===== config.mk =====
export PLATFORM = sky130hd
export DESIGN_NAME = software_timer_pool
export DESIGN_NICKNAME = d
export VERILOG_FILES = /design/src/hdl/stp_pkg.sv /design/src/hdl/stp_slot_ram.sv /design/src/hdl/software_timer_pool.sv
export SDC_FILE = /design/constraint.sdc
export NUM_CORES = 1
export LEC_CHECK = 0
export ABC_AREA = 1
export ABC_CLOCK_PERIOD_IN_PS = 7200
export CELL_PAD_IN_SITES_DETAIL_PLACEMENT = 0
export CELL_PAD_IN_SITES_GLOBAL_PLACEMENT = 1
export CORE_AREA = 5 5 297 299
export DETAILED_ROUTE_END_ITERATION = 6
export DIE_AREA = 0 0 302 304
export DONT_BUFFER_PORTS = 1
export GPL_ROUTABILITY_DRIVEN = 0
export PLACE_DENSITY_LB_ADDON = 0.1
export SKIP_LAST_GASP = 1
export SYNTH_ARGS = -nofsm -noshare
export SYNTH_HDL_FRONTEND = slang
export SYNTH_HIERARCHICAL = 1
export SYNTH_SLANG_ARGS = --single-unit

===== constraint.sdc =====
create_clock -name clk -period 7.2 [get_ports clk]
set_input_delay 1.08 -clock clk [delete_from_list [all_inputs] [get_ports clk]]
set_output_delay 1.08 -clock clk [all_outputs]
set_load 0.02 [all_outputs]

===== src/hdl/stp_pkg.sv =====
package stp_pkg;

	// Default sizes of the pool.
	localparam int NUM_TIMERS_DEF = 10;
	localparam int TIME_WIDTH_DEF = 32;

	// Request type codes.
	localparam logic [1:0] REQ_TICK     = 2'd0;
	localparam logic [1:0] REQ_CREATE   = 2'd1;
	localparam logic [1:0] REQ_KILL     = 2'd2;
	localparam logic [1:0] REQ_KILL_ALL = 2'd3;

	// Result kind codes.
	localparam logic EVT_FIRE   = 1'b0;
	localparam logic EVT_CREATE = 1'b1;

endpackage


===== src/hdl/stp_slot_ram.sv =====
module stp_slot_ram #(
	parameter int NUM_TIMERS = stp_pkg::NUM_TIMERS_DEF,
	parameter int TIME_WIDTH = stp_pkg::TIME_WIDTH_DEF,
	localparam int IDX_W = (NUM_TIMERS > 1) ? $clog2(NUM_TIMERS) : 1
) (
	input  logic                  clk,
	input  logic [IDX_W-1:0]      addr,
	input  logic                  wr_interval,
	input  logic                  wr_last_fire,
	input  logic [TIME_WIDTH-1:0] wdata_interval,
	input  logic [TIME_WIDTH-1:0] wdata_last_fire,
	output logic [TIME_WIDTH-1:0] rdata_interval,
	output logic [TIME_WIDTH-1:0] rdata_last_fire
);

	logic [TIME_WIDTH-1:0] interval_mem [NUM_TIMERS];
	logic [TIME_WIDTH-1:0] last_fire_mem [NUM_TIMERS];

	// Single port per array with registered read data; a read at the same edge as a
	// write to that address returns the data held before the write.
	always_ff @(posedge clk) begin
		if (wr_interval) begin
			interval_mem[addr] <= wdata_interval;
		end
		if (wr_last_fire) begin
			last_fire_mem[addr] <= wdata_last_fire;
		end
		rdata_interval  <= interval_mem[addr];
		rdata_last_fire <= last_fire_mem[addr];
	end

endmodule


===== src/hdl/software_timer_pool.sv =====
// Pool of NUM_TIMERS periodic timers with handles 1 to NUM_TIMERS. A create request
// claims the lowest free slot and answers with its handle (0 when the pool is full);
// kill and kill-all requests free slots and give no result. A tick request compares
// the elapsed time of every used slot against its interval and gives one fire result
// per expired slot, in handle order, with last set on the final one. Slot times live
// in a single-port memory, and one subtract-and-compare unit walks the slots under a
// small sequencer. A tick or a create is also held while the result side holds
// out_stall. The input stalls while a request is being worked on.
module software_timer_pool #(
	parameter int NUM_TIMERS = stp_pkg::NUM_TIMERS_DEF,
	parameter int TIME_WIDTH = stp_pkg::TIME_WIDTH_DEF,
	localparam int IDX_W = (NUM_TIMERS > 1) ? $clog2(NUM_TIMERS) : 1,
	localparam int ID_W  = $clog2(NUM_TIMERS + 1)
) (
	input  logic                  clk,
	input  logic                  arst_n,
	input  logic                  in_valid,
	output logic                  in_stall,
	input  logic [1:0]            req_type,
	input  logic [TIME_WIDTH-1:0] now_time,
	input  logic [TIME_WIDTH-1:0] interval_ticks,
	input  logic [ID_W-1:0]       kill_id,
	output logic                  out_valid,
	input  logic                  out_stall,
	output logic                  event_kind,
	output logic [ID_W-1:0]       timer_id,
	output logic                  last
);

	typedef enum logic [4:0] {
		ST_IDLE   = 5'b00001,
		ST_READ   = 5'b00010,
		ST_CMP    = 5'b00100,
		ST_FLUSH  = 5'b01000,
		ST_CREATE = 5'b10000
	} state_t;

	localparam logic [IDX_W-1:0] LAST_IDX = IDX_W'(NUM_TIMERS - 1);

	state_t                state_q;
	logic [IDX_W-1:0]      idx_q;
	logic [NUM_TIMERS-1:0] used_q;
	logic [TIME_WIDTH-1:0] now_q;
	logic [TIME_WIDTH-1:0] ivl_q;
	logic                  pend_valid_q;
	logic [ID_W-1:0]       pend_id_q;
	logic                  out_valid_q;
	logic                  out_kind_q;
	logic [ID_W-1:0]       out_id_q;
	logic                  out_last_q;

	logic [TIME_WIDTH-1:0] rd_interval;
	logic [TIME_WIDTH-1:0] rd_last_fire;
	logic [TIME_WIDTH-1:0] elapsed;
	logic                  fire;
	logic                  out_free;
	logic                  out_load;
	logic                  at_end;
	logic                  slot_free;
	logic [ID_W-1:0]       cur_id;
	logic [IDX_W-1:0]      kill_idx;
	logic                  kill_ok;
	logic                  wr_interval;
	logic                  wr_last_fire;
	logic                  accept;

	stp_slot_ram #(
		.NUM_TIMERS(NUM_TIMERS),
		.TIME_WIDTH(TIME_WIDTH)
	) u_ram (
		.clk            (clk),
		.addr           (idx_q),
		.wr_interval    (wr_interval),
		.wr_last_fire   (wr_last_fire),
		.wdata_interval (ivl_q),
		.wdata_last_fire(now_q),
		.rdata_interval (rd_interval),
		.rdata_last_fire(rd_last_fire)
	);

	// Shared compare unit: wrapping elapsed time against the slot interval.
	assign elapsed   = now_q - rd_last_fire;
	assign fire      = used_q[idx_q] && (rd_interval <= elapsed);
	assign out_free  = !out_valid_q || !out_stall;
	assign at_end    = (idx_q == LAST_IDX);
	assign slot_free = !used_q[idx_q];
	assign cur_id    = ID_W'(idx_q) + ID_W'(1);
	assign kill_idx  = IDX_W'(kill_id - ID_W'(1));
	assign kill_ok   = (kill_id != '0) && (kill_id <= ID_W'(NUM_TIMERS));
	assign accept    = in_valid && (state_q == ST_IDLE);

	// The result register takes a pushed-out expiry, the final expiry or a create answer.
	assign out_load = out_free && (
		((state_q == ST_CMP) && fire && pend_valid_q) ||
		((state_q == ST_FLUSH) && pend_valid_q) ||
		((state_q == ST_CREATE) && (slot_free || at_end)));

	// Memory writes: a claimed slot on create, a restarted slot on tick.
	assign wr_interval  = (state_q == ST_CREATE) && slot_free && out_free;
	assign wr_last_fire = wr_interval ||
		((state_q == ST_CMP) && fire && (!pend_valid_q || out_free));

	assign in_stall   = (state_q != ST_IDLE);
	assign out_valid  = out_valid_q;
	assign event_kind = out_kind_q;
	assign timer_id   = out_id_q;
	assign last       = out_last_q;

	// Request capture.
	always_ff @(posedge clk) begin
		if (accept) begin
			now_q <= now_time;
			ivl_q <= interval_ticks;
		end
	end

	// Sequencer, slot flags and result register.
	always_ff @(posedge clk or negedge arst_n) begin
		if (!arst_n) begin
			state_q      <= ST_IDLE;
			idx_q        <= '0;
			used_q       <= '0;
			pend_valid_q <= 1'b0;
			pend_id_q    <= '0;
			out_valid_q  <= 1'b0;
			out_kind_q   <= stp_pkg::EVT_FIRE;
			out_id_q     <= '0;
			out_last_q   <= 1'b0;
		end else begin
			if (out_load) begin
				out_valid_q <= 1'b1;
			end else if (!out_stall) begin
				out_valid_q <= 1'b0;
			end
			unique case (state_q)
				ST_IDLE: begin
					idx_q <= '0;
					if (in_valid) begin
						unique case (req_type)
							stp_pkg::REQ_TICK:   state_q <= ST_READ;
							stp_pkg::REQ_CREATE: state_q <= ST_CREATE;
							stp_pkg::REQ_KILL: begin
								if (kill_ok) begin
									used_q[kill_idx] <= 1'b0;
								end
							end
							stp_pkg::REQ_KILL_ALL: used_q <= '0;
							default: state_q <= ST_IDLE;
						endcase
					end
				end
				ST_READ: begin
					state_q <= ST_CMP;
				end
				ST_CMP: begin
					// A new expiry pushes the held one out as a non-final result.
					if (!fire || !pend_valid_q || out_free) begin
						if (fire) begin
							if (pend_valid_q) begin
								out_kind_q  <= stp_pkg::EVT_FIRE;
								out_id_q    <= pend_id_q;
								out_last_q  <= 1'b0;
							end
							pend_valid_q <= 1'b1;
							pend_id_q    <= cur_id;
						end
						if (at_end) begin
							state_q <= ST_FLUSH;
						end else begin
							idx_q   <= idx_q + IDX_W'(1);
							state_q <= ST_READ;
						end
					end
				end
				ST_FLUSH: begin
					// The held expiry, if any, is the final result of the tick.
					if (!pend_valid_q) begin
						state_q <= ST_IDLE;
					end else if (out_free) begin
						out_kind_q   <= stp_pkg::EVT_FIRE;
						out_id_q     <= pend_id_q;
						out_last_q   <= 1'b1;
						pend_valid_q <= 1'b0;
						state_q      <= ST_IDLE;
					end
				end
				ST_CREATE: begin
					// Walk for the lowest free slot; answer 0 when none is left.
					if (slot_free || at_end) begin
						if (out_free) begin
							out_kind_q  <= stp_pkg::EVT_CREATE;
							out_id_q    <= slot_free ? cur_id : '0;
							out_last_q  <= 1'b1;
							if (slot_free) begin
								used_q[idx_q] <= 1'b1;
							end
							state_q <= ST_IDLE;
						end
					end else begin
						idx_q <= idx_q + IDX_W'(1);
					end
				end
				default: state_q <= ST_IDLE;
			endcase
		end
	end

endmodule


Word-level counts from Yosys, hierarchy flattened
Memory sizes are Yosys's and may differ from the RTL's. A register that Yosys moved wholly into a read port is not among the register bits.
Cells that the tools add are included.
{"block": "totals", "regBits": 95, "latchBits": 0, "mem_bits_rw": 640, "rom_bits": 0, "in_bits": 74, "elab_cells": 146, "mem_count": 2}
{"memory": "u_ram.interval_mem", "depth": 10, "width": 32, "rd": 1, "rd_ports_with_merged_regs": 1, "wr": 1, "line": "stp_slot_ram.sv:16", "rtl": "logic [TIME_WIDTH-1:0] interval_mem [NUM_TIMERS];"}
{"memory": "u_ram.last_fire_mem", "depth": 10, "width": 32, "rd": 1, "rd_ports_with_merged_regs": 1, "wr": 1, "line": "stp_slot_ram.sv:17", "rtl": "logic [TIME_WIDTH-1:0] last_fire_mem [NUM_TIMERS];"}
{"block": "classes", "add_sub_neg": 3, "n_mul": 0, "n_div": 0, "magnitude_cmp": 6, "n_eq_ne": 25, "shifts": 0, "n_mux": 57, "bitwise_logic": 3, "n_reduce_logical": 39}
{"operator": "$mux 10", "count": 5}
{"operator": "$mux 4", "count": 12}
{"operator": "$pmux 10 s2", "count": 2}
{"operator": "$le 32x32->1", "count": 1}
{"operator": "$sub 32x32->32", "count": 1}
{"operator": "$mux 5", "count": 5}
{"operator": "$pmux 5 s5", "count": 1}
{"operator": "$pmux 4 s3", "count": 2}
{"operator": "$mux 1", "count": 23}
{"operator": "$ne 2x2->1 const B", "count": 9}
{"operator": "$logic_and 1x1->1", "count": 13}
{"operator": "$and 10x10->10", "count": 1}
{"operator": "$lt 4x5->1 const B", "count": 2}
{"operator": "$not 10->10", "count": 1}
{"operator": "$or 10x10->10", "count": 1}
{"operator": "$pmux 5 s2", "count": 1}
{"operator": "$demux 1 s4", "count": 2}
{"operator": "$ge 4x1->1 const B", "count": 2}
{"operator": "$logic_or 1x1->1", "count": 8}
{"operator": "$reduce_and 4->1", "count": 2}
{"operator": "$reduce_and 8->1", "count": 1}
{"operator": "$reduce_and 7->1", "count": 1}
{"operator": "$ne 2x1->1 const B", "count": 3}
{"operator": "$ne 3x1->1 const B", "count": 2}
{"operator": "other kinds (23)", "count": 32}

Depth between registers and ports, before layout
Gate-level depths: netlist of the first run.
{"block": "logic_depth", "depth_word": 11, "mapped_depth": 28}

Modules after synthesis
The synthesis of the first run kept the hierarchy.
{"module": "stp_slot_ram", "n_inst": 1, "cells_each": 2398, "area_each_um2": 27227.4}
{"module": "software_timer_pool", "n_inst": 1, "cells_each": 725, "area_each_um2": 6417.4}

Worst setup path before layout of the first run
OpenSTA, ideal clock, no wires.
{"block": "synth_timing", "path_type": "register -> register", "from": "reg now_q[0]", "to": "mem u_ram/last_fire_mem[0][0] in the netlist's numbering, enable pin", "setup_ns": 0.461, "arrival_time_ns": 5.838, "required_ns": 6.739, "setup_slack_ns": 0.901, "path_stages_with_launch": 26, "path_buffers": 0, "cell_sequence": "edfxtp_1 inv_1 ha_1 fa_1 o21ai_2 a21boi_2 o21bai_1 a21oi_1 o21ai_1 nand2_1 nand3b_1 nand2_1 ha_1 nand2_1 inv_1 nand2_1 nand2_1 nand2_1 nand3_1 a21oi_1 nand2_1 nand2_1 o2111ai_2 o21ai_0 clkinv_1 nor3_1"}
{"block": "synth_via", "elab_chain_cells": 8}
{"item": "from (decl)", "line": "software_timer_pool.sv:43", "rtl": "logic [TIME_WIDTH-1:0] now_q;"}
{"item": "from (signal assigned)", "line": "software_timer_pool.sv:112", "rtl": "now_q <= now_time;"}
{"item": "$sub 32x32->32", "line": "software_timer_pool.sv:82", "rtl": "assign elapsed = now_q - rd_last_fire;"}
{"item": "$le 32x32->1", "line": "software_timer_pool.sv:83", "rtl": "assign fire = used_q[idx_q] && (rd_interval <= elapsed);"}
{"item": "$logic_and 1x1->1", "line": "software_timer_pool.sv:83"}
{"item": "$logic_and 1x1->1 (2 in a row)", "line": "software_timer_pool.sv:101", "rtl": "((state_q == ST_CMP) && fire && (!pend_valid_q || out_free));"}
{"item": "$logic_or 1x1->1", "line": "software_timer_pool.sv:100", "rtl": "assign wr_last_fire = wr_interval ||"}
{"item": "via wr_last_fire", "line": "software_timer_pool.sv:64", "rtl": "logic wr_last_fire;"}
{"item": "$mux 1", "line": "stp_slot_ram.sv:25", "rtl": "if (wr_last_fire) begin"}
{"item": "$mux 1 (not written as such)", "line": "stp_slot_ram.sv:26", "rtl": "last_fire_mem[addr] <= wdata_last_fire;"}
{"item": "to (decl)", "line": "stp_slot_ram.sv:17"}
The timed path passes the listed nets, and every way through them passes these cells.

Worst setup path after layout of the first run
{"block": "layout_timing", "from": "reg now_q[0]", "to": "mem u_ram/last_fire_mem[7][20] in the netlist's numbering, enable pin"}
Same word-level chain as after synthesis.

==> impl_metrics.csv, run 1 <==
group,metric,value,unit
status,status,"completed",
synth,syn_inst,3123,
synth,syn-cell-area,0.0336,mm^2
finish,final_util,0.446,
floorplanning,boundaryPins,82,
worst_setup_path,worstPathMaxFanout,32,
clock_tree,ctsHoldBuffers,0,
floorplanning,core_area,0.0849,mm^2
sta,fmax,0.166,GHz
sta,whs,136,ps
power_and_ir_drop,p_per_area,336,mW/mm^2
sta,max_slew.worst_pin.slew,1100,ps
synth,synth_commonest_cells,"1422 x nand2_1, 704 x edfxtp_1, 186 x nor2_1",
power_and_ir_drop,pwr-share-seq,0.459,
global_routing,grt_overflow_total,0,
clock_tree,clockBufferDepth,3,
worst_setup_path,worstPathCellList,"inv_1 > ha_1 > fa_1 > o21ai_2 > a21boi_2 > o211ai_1 > a31oi_1 > xor2_1 > ha_1 > nand2_1 > nor2_1 > nand2_1 > nor2_1 > nand2_1 > nand2_1 > o2111ai_2 > o21ai_0 > clkinv_1 > nor3_2 > buf_4",
synth,async_reset_ff_frac,0.0388,
power_and_ir_drop,power_frac_comb,0.192,
clock_tree,clock_sinks,799,
clock_tree,cts_root_buf,"clkbuf_16",
synth,synth_top_cell_by_area,"edfxtp_1",
power_and_ir_drop,switching_share,0.301,
synth,synth.avg_cell_area,10.8,um^2
worst_setup_path,cp.required,7460,ps
worst_setup_path,cp_num_buf_inv,3,
sta,clock_skew,26.1,ps
placed_design,port_buffers,0,
min_path,hold_class,"primary input to asynchronous set/reset pin",
placed_design,dp_hpwl,48.1,mm
floorplanning,die_y,304,um
synth,yosysMostFrequentCell,"nand2_1",
drt,ant_nets,0,
global_routing,grt_pass1_wl,132,mm
synth,synth_top_cell_area_share,0.628,
synth,yosys_most_used_dff,"edfxtp_1",
sta,setup_viol,0,
global_routing,grtUsageTotal,0.188,
clock_tree,ctsResizeCount,0,
worst_setup_path,startpoint,"now_q[0]",
placed_design,placed_area,0.0349,mm^2
floorplanning,die_w,302,um
global_routing,antenna_found_initial,9,
power_and_ir_drop,total_power,12.7,mW
floorplanning,start_util,0.396,
finish,nets,3272,
power_and_ir_drop,p_int,8.87,mW
clock_tree,cts_tree,"built",
worst_setup_path,end_kind,"flip-flop",
clock_tree,post-cts-setup-buffers,0,
drt,drc_errors,0,
drt,vias,21400,
drt,vias_per_cell,4.91,
power_and_ir_drop,ir_drop,0.179,mV
clock_tree,clkTransAtPathRegs,60,ps
sta,fin_crit,6040,ps
sta,hold_viol,0,
global_routing,grt_pass1_vias,21100,
synth,synth_edf_count,704,
floorplanning,row_count,107,
worst_setup_path,cpMaxStageDelayCell,"buf_4",
flow_run,cap_violations,0,
synth,synth_warnings,6,
power_and_ir_drop,p_switching,3.82,mW
synth,synth.net_count,3265,
synth,yosys-top-cells-area,"edfxtp_1 63%, nand2_1 16%, dfxtp_1 3.8%",
drt,drtIter0Drc,1314,
clock_tree,cts_made_buffers,88,
drt,wire_per_inst,20.0,um
worst_setup_path,r2r_start,"now_q[0]",
worst_setup_path,crit_top_cell,"nand2_1",
sta,setup_tns,0,ps
drt,wl,87.1,mm
worst_setup_path,crit_type,"flip-flop to flip-flop",
placed_design,pre_cts_slack,1090,ps
finish,syn2layout_area_growth,12.5,%
worst_setup_path,arrival,6300,ps
sta,slew_violations,0,
sta,slew_headroom,0.270,
worst_setup_path,critPathLaunchType,"flip-flop",
sta,fin_crit_sh,0.839,
global_routing,grt_max_degree,104,
worst_setup_path,cpLargestDelayFamily,"compound AO/OA/AOI/OAI gates",
finish,stdcell_count,4353,
floorplanning,fp.dieArea,0.0918,mm^2
finish,fill_cells,8026,
synth,seq_area_frac_synth,0.690,
placed_design,dp_cells,4184,
finish,multiInputGateArea,0.00947,mm^2
synth,synth-seq-cells,799,
worst_setup_path,cp_slowest_stage_delay,620,ps
sta,grt_setup_unrepaired,"false",
drt,drt_pass1_iterations,6,
power_and_ir_drop,clkPwrFrac,0.349,
synth,synth_cell_type_count,54,
sta,worst_slack,1160,ps
clock_tree,clock_latency,650,ps
finish,final_cell_area,0.0378,mm^2
finish,layout-drive-gt1-share,0.0739,
power_and_ir_drop,leakagePower,14.9,nW
clock_tree,cts_max_level,3,
finish,seq_area,0.0232,mm^2
[cell families after synthesis]
logic type | share of synthesized area
simple gates | 0.208
flops | 0.690
buf+inv | 0.0330
compound gates | 0.0361
fa+ha+maj | 0.0255
xor+xnor | 0.00781
[metal layers]
layer  GRT usage  up-vias  part of all wire
met3      0.0309      131             0.040
met1       0.261    10400              0.46
met4      0.0437        4             0.022
met2       0.312      393              0.47
li1            -    10500                 -
met5           0        -           0.00030
[sequential cells by signal, indices dropped and copies added, names as in the netlist, 5 cells and up]
name                   cells
u_ram/last_fire_mem      320
u_ram/rdata_interval      32
u_ram/interval_mem       320
u_ram/rdata_last_fire     32
ivl_q                     32
now_q                     32
state_q                    5
used_q                    10
[cells in the final DEF, fill, tap and decap left out, types with 7 or more instances in the layout]
| master | count |
|---|---|
| inv_1 | 105 |
| o21ai_0 | 94 |
| nand3_1 | 90 |
| xor2_1 | 16 |
| nand4_1 | 15 |
| clkinv_2 | 7 |
| clkbuf_1 | 36 |
| edfxtp_1 | 704 |
| buf_4 | 36 |
| clkbuf_8 | 9 |
| a21oi_1 | 57 |
| xnor2_1 | 14 |
| clkbuf_16 | 90 |
| dfxtp_1 | 64 |
| nand2_1 | 1422 |
| nor3_2 | 16 |
| inv_2 | 13 |
| dfrtp_1 | 28 |
| o21ai_1 | 18 |
| ha_1 | 67 |
| clkinv_1 | 12 |
| nor2_4 | 11 |
| nor2_1 | 179 |
[path summary, 6_finish.rpt]
path                                         endpoint  slack (ps)  cells past startpoint
max                        u_ram/last_fire_mem[7][20]        1160                     20
max reg2reg                u_ram/last_fire_mem[7][20]        1160                     20
min reg2reg                  u_ram/rdata_interval[14]         480                      2
min                                        state_q[4]         140                      0
max in group asynchronous                  state_q[0]        6900                      0
min in group clk             u_ram/rdata_interval[14]         480                      2
[final cells by class]
type	instances	share of cell area
timing repair buffer	41	0.00979
inverter	122	0.0124
multi-input combinational	2078	0.250
antenna	4	0.000265
clock buffer	135	0.0664
sequential	799	0.613
clock inverter	30	0.00982
tap	1144	0.0378
[worst register-to-register path: cells and delay by family, from the launching register on]
| kind | cells | cell delay (ps) |
|---|---|---|
| compound gates | 6 | 1640 |
| fa+ha+maj | 3 | 940 |
| buf+inv | 3 | 1270 |
| xor+xnor | 1 | 180 |
| simple gates | 7 | 1020 |
| flops | 1 | 560 |
[power by group through the flow]
stage / logic (mW) / registers, mW / clock network [mW]
detailed placement: 2.46 / 5.93 / 0
finish: 2.44 / 5.82 / 4.44
CTS: 2.48 / 5.83 / 4.57
global placement: 2.45 / 5.92 / 0
floorplan: 1.85 / 5.76 / 0
global route: 2.79 / 5.87 / 4.76
(Power assumes the default switching activity.)
==> run 2: changes to the inputs <==
Settings changed: ABC_AREA 1 to 0, ABC_CLOCK_PERIOD_IN_PS 7200 to 6000, CORE_AREA 5 5 297 299 to 5 5 290 292, DIE_AREA 0 0 302 304 to 0 0 295 297.
Clock period 7.2 ns to 6 ns, I/O delays scaled along.
==> run 2 against run 1 <==
Net effect:
- sequential share of layout area rose by 1.8 points
- flip-flop and latch count did not move
- total power rose by 16%
- largest power group unchanged
- critical path depth rose by 1
- critical path type unchanged
- clock power rose by 20%
- non-clock buffer count rose by 19
- via count fell by 23%
- hold slack got worse by 26 ps
- final area fell by 2.9%
==> impl_metrics.csv, run 2 <==
group,metric,value,unit
synth,synth_cell_type_count,73,
synth,synth_warnings,6,
finish,antenna_cells,0,
synth,synth_commonest_cells,"704 x edfxtp_1, 176 x nand2_1, 140 x mux2_2",
worst_setup_path,worstPathMaxFanout,16,
sta,worst_slack,325,ps
clock_tree,clock_sinks,799,
global_routing,grt_pass1_vias,17200,
power_and_ir_drop,p_per_area,399,mW/mm^2
synth,synth_top_cell_area_share,0.660,
clock_tree,cts_max_level,3,
finish,fill_cells,7036,
sta,fin_crit,5670,ps
synth,synth.net_count,1980,
worst_setup_path,r2r_start,"now_q[7]",
finish,nets,2053,
drt,drt_pass1_iterations,6,
synth,synth.avg_cell_area,17.4,um^2
global_routing,grtUsageTotal,0.172,
floorplanning,fp.dieArea,0.0876,mm^2
synth,syn-cell-area,0.0321,mm^2
synth,async_reset_ff_frac,0.0388,
drt,vias,16400,
floorplanning,die_y,297,um
floorplanning,row_count,105,
drt,wl,75.8,mm
synth,synth_edf_count,704,
synth,seq_area_frac_synth,0.724,
global_routing,grt_max_degree,139,
sta,fmax,0.176,GHz
finish,layout-drive-gt1-share,0.245,
sta,slew_violations,0,
placed_design,dp_hpwl,41.5,mm
finish,syn2layout_area_growth,14.6,%
synth,synth_top_cell_by_area,"edfxtp_1",
floorplanning,core_area,0.0813,mm^2
worst_setup_path,cp.required,6320,ps
synth,synth-seq-cells,799,
worst_setup_path,rrSetupSlack,330,ps
floorplanning,die_w,295,um
drt,vias_per_cell,5.36,
finish,stdcell_count,3053,
global_routing,grt_pass1_wl,113,mm
sta,hold_viol,0,
sta,grt_setup_unrepaired,"false",
worst_setup_path,critPathLaunchType,"flip-flop",
drt,wire_per_inst,24.8,um
placed_design,dp_cells,2883,
finish,reg_top3,"u_ram/interval_mem (320), u_ram/last_fire_mem (320)",
drt,drc_errors,0,
flow_run,cap_violations,0,
finish,seq_area,0.0232,mm^2
worst_setup_path,end_kind,"flip-flop",
clock_tree,clockBufferDepth,3,
worst_setup_path,worstPathCellList,"ha_1 > and4_2 > a221o_1 > a31oi_4 > o41ai_2 > a221o_1 > or4_1 > nand3_1 > ha_1 > nand4_1 > nor3_1 > a221oi_1 > o21ai_1 > a21oi_1 > o211ai_1 > o21ai_0 > and2_1 > nand2_2 > nor3_4 > buf_12 > clkbuf_16",
synth,syn_inst,1838,
drt,drtIter0Drc,1327,
power_and_ir_drop,total_power,14.7,mW
sta,slew_headroom,0.244,
clock_tree,cts_made_buffers,85,
worst_setup_path,cp_slowest_stage_delay,520,ps
worst_setup_path,crit_type,"flip-flop to flip-flop",
sta,fin_crit_sh,0.946,
synth,yosys-top-cells-area,"edfxtp_1 66%, mux2_2 4.9%, mux4_2 4.6%",
placed_design,port_buffers,0,
clock_tree,cts_tree,"built",
clock_tree,clock_latency,630,ps
power_and_ir_drop,ir_drop,0.246,mV
clock_tree,clkTransAtPathRegs,60,ps
finish,multiInputGateArea,0.00846,mm^2
sta,whs,110,ps
clock_tree,cts_root_buf,"clkbuf_16",
finish,layout_commonest_cell,"edfxtp_1",
worst_setup_path,startpoint,"now_q[7]",
synth,yosysMostFrequentCell,"edfxtp_1",
power_and_ir_drop,leakagePower,12.6,nW
placed_design,pre_cts_slack,165,ps
drt,ant_nets,0,
sta,setup_viol,0,
finish,final_util,0.452,
global_routing,antenna_found_initial,3,
status,status,"completed",
global_routing,grt_overflow_total,0,
finish,mostFrequentLayoutCells,"704 x edfxtp_1, 174 x nand2_1, 140 x mux2_2",
worst_setup_path,cpMaxStageDelayCell,"or4_1",
worst_setup_path,arrival,6000,ps
min_path,hold_class,"primary input to asynchronous set/reset pin",
sta,clock_skew,18.4,ps
floorplanning,boundaryPins,82,
floorplanning,start_util,0.394,
sta,max_slew.worst_pin.slew,1130,ps
synth,yosys_most_used_dff,"edfxtp_1",
run 2: cell count changes in the layout (fill, tap and decap cells not counted), sizes merged, moves of 15 or more:
cell    before  now
buf         41   58
inv        122   55
a21oi       60   45
a222oi       0   64
nand3       94   10
nor2       197   38
o21ai      114   38
nand2b       0   18
nand2     1429  176
clkbuf     135  112
mux2         0  201
mux4         0   65
run 2: final cells by class:
cell class | instances | share of cell area
clock buffers | 110 | 0.0632
clock inverters | 49 | 0.0146
inverters | 51 | 0.00521
multi-input cells | 914 | 0.230
flip-flops and latches | 799 | 0.632
well taps | 1070 | 0.0364
repair buffers | 60 | 0.0187
run 2: cells by family (layout without fill, tap and decap cells):
family,after synthesis,in the layout,share of synthesized area
AO/OA/AOI/OAI,235,235,0.0555
XOR/XNOR,26,26,0.00710
adder cells (fa/ha/maj),68,68,0.0268
buffers and inverters,125,270,0.0184
flip-flops,799,799,0.724
multiplexers,270,270,0.124
AND/OR/NAND/NOR,315,315,0.0446
run 2: final timing paths:
check                                            end  cells past startpoint
max in group asynchronous                   idx_q[1]                      1
min in group clk                           ivl_q[23]                      0
setup reg to reg           u_ram/last_fire_mem[4][7]                     21
hold reg to reg                         pend_id_q[2]                      1
setup / recovery           u_ram/last_fire_mem[4][7]                     21
hold / removal                           timer_id[1]                      1
run 2: report_power, final:
group | internal, mW | switching (mW)
combinational | 1.03 | 1.34
sequential | 6.59 | 0.355
clock | 3.21 | 2.13
total | 10.8 | 3.83
run 2: per-stage QoR:
stage	instance area [um^2]	setup TNS, ps
3_3_place_gp	33700	0
6_report	36700	0
4_1_cts	36600	0
5_1_grt	36700	0
2_1_floorplan	32100	-33650
3_5_place_dp	33700	0
run 2: worst max-delay path, delay by kind of cell (launching register included):
kind            cells  cell delay [ps]
buf+inv             2              360
simple gates        8             1690
flops               1              510
compound gates      9             2100
fa+ha+maj           2              680
run 2: routing by layer:
| layer | up-vias | global-route usage | share of wire |
|---|---|---|---|
| met4 | 2 | 0.0372 | 0.018 |
| met5 | - | 0 | 0.00017 |
| met2 | 343 | 0.277 | 0.48 |
| met3 | 103 | 0.0311 | 0.041 |
| li1 | 7430 | - | - |
| met1 | 8484 | 0.247 | 0.46 |
run 2: what timing repair did:
item	in CTS	in global routing
setup buffers	0	8
gates resized for setup	0	4
setup endpoints to repair	0	288
hold buffers	1	0
hold endpoints to repair	30	0
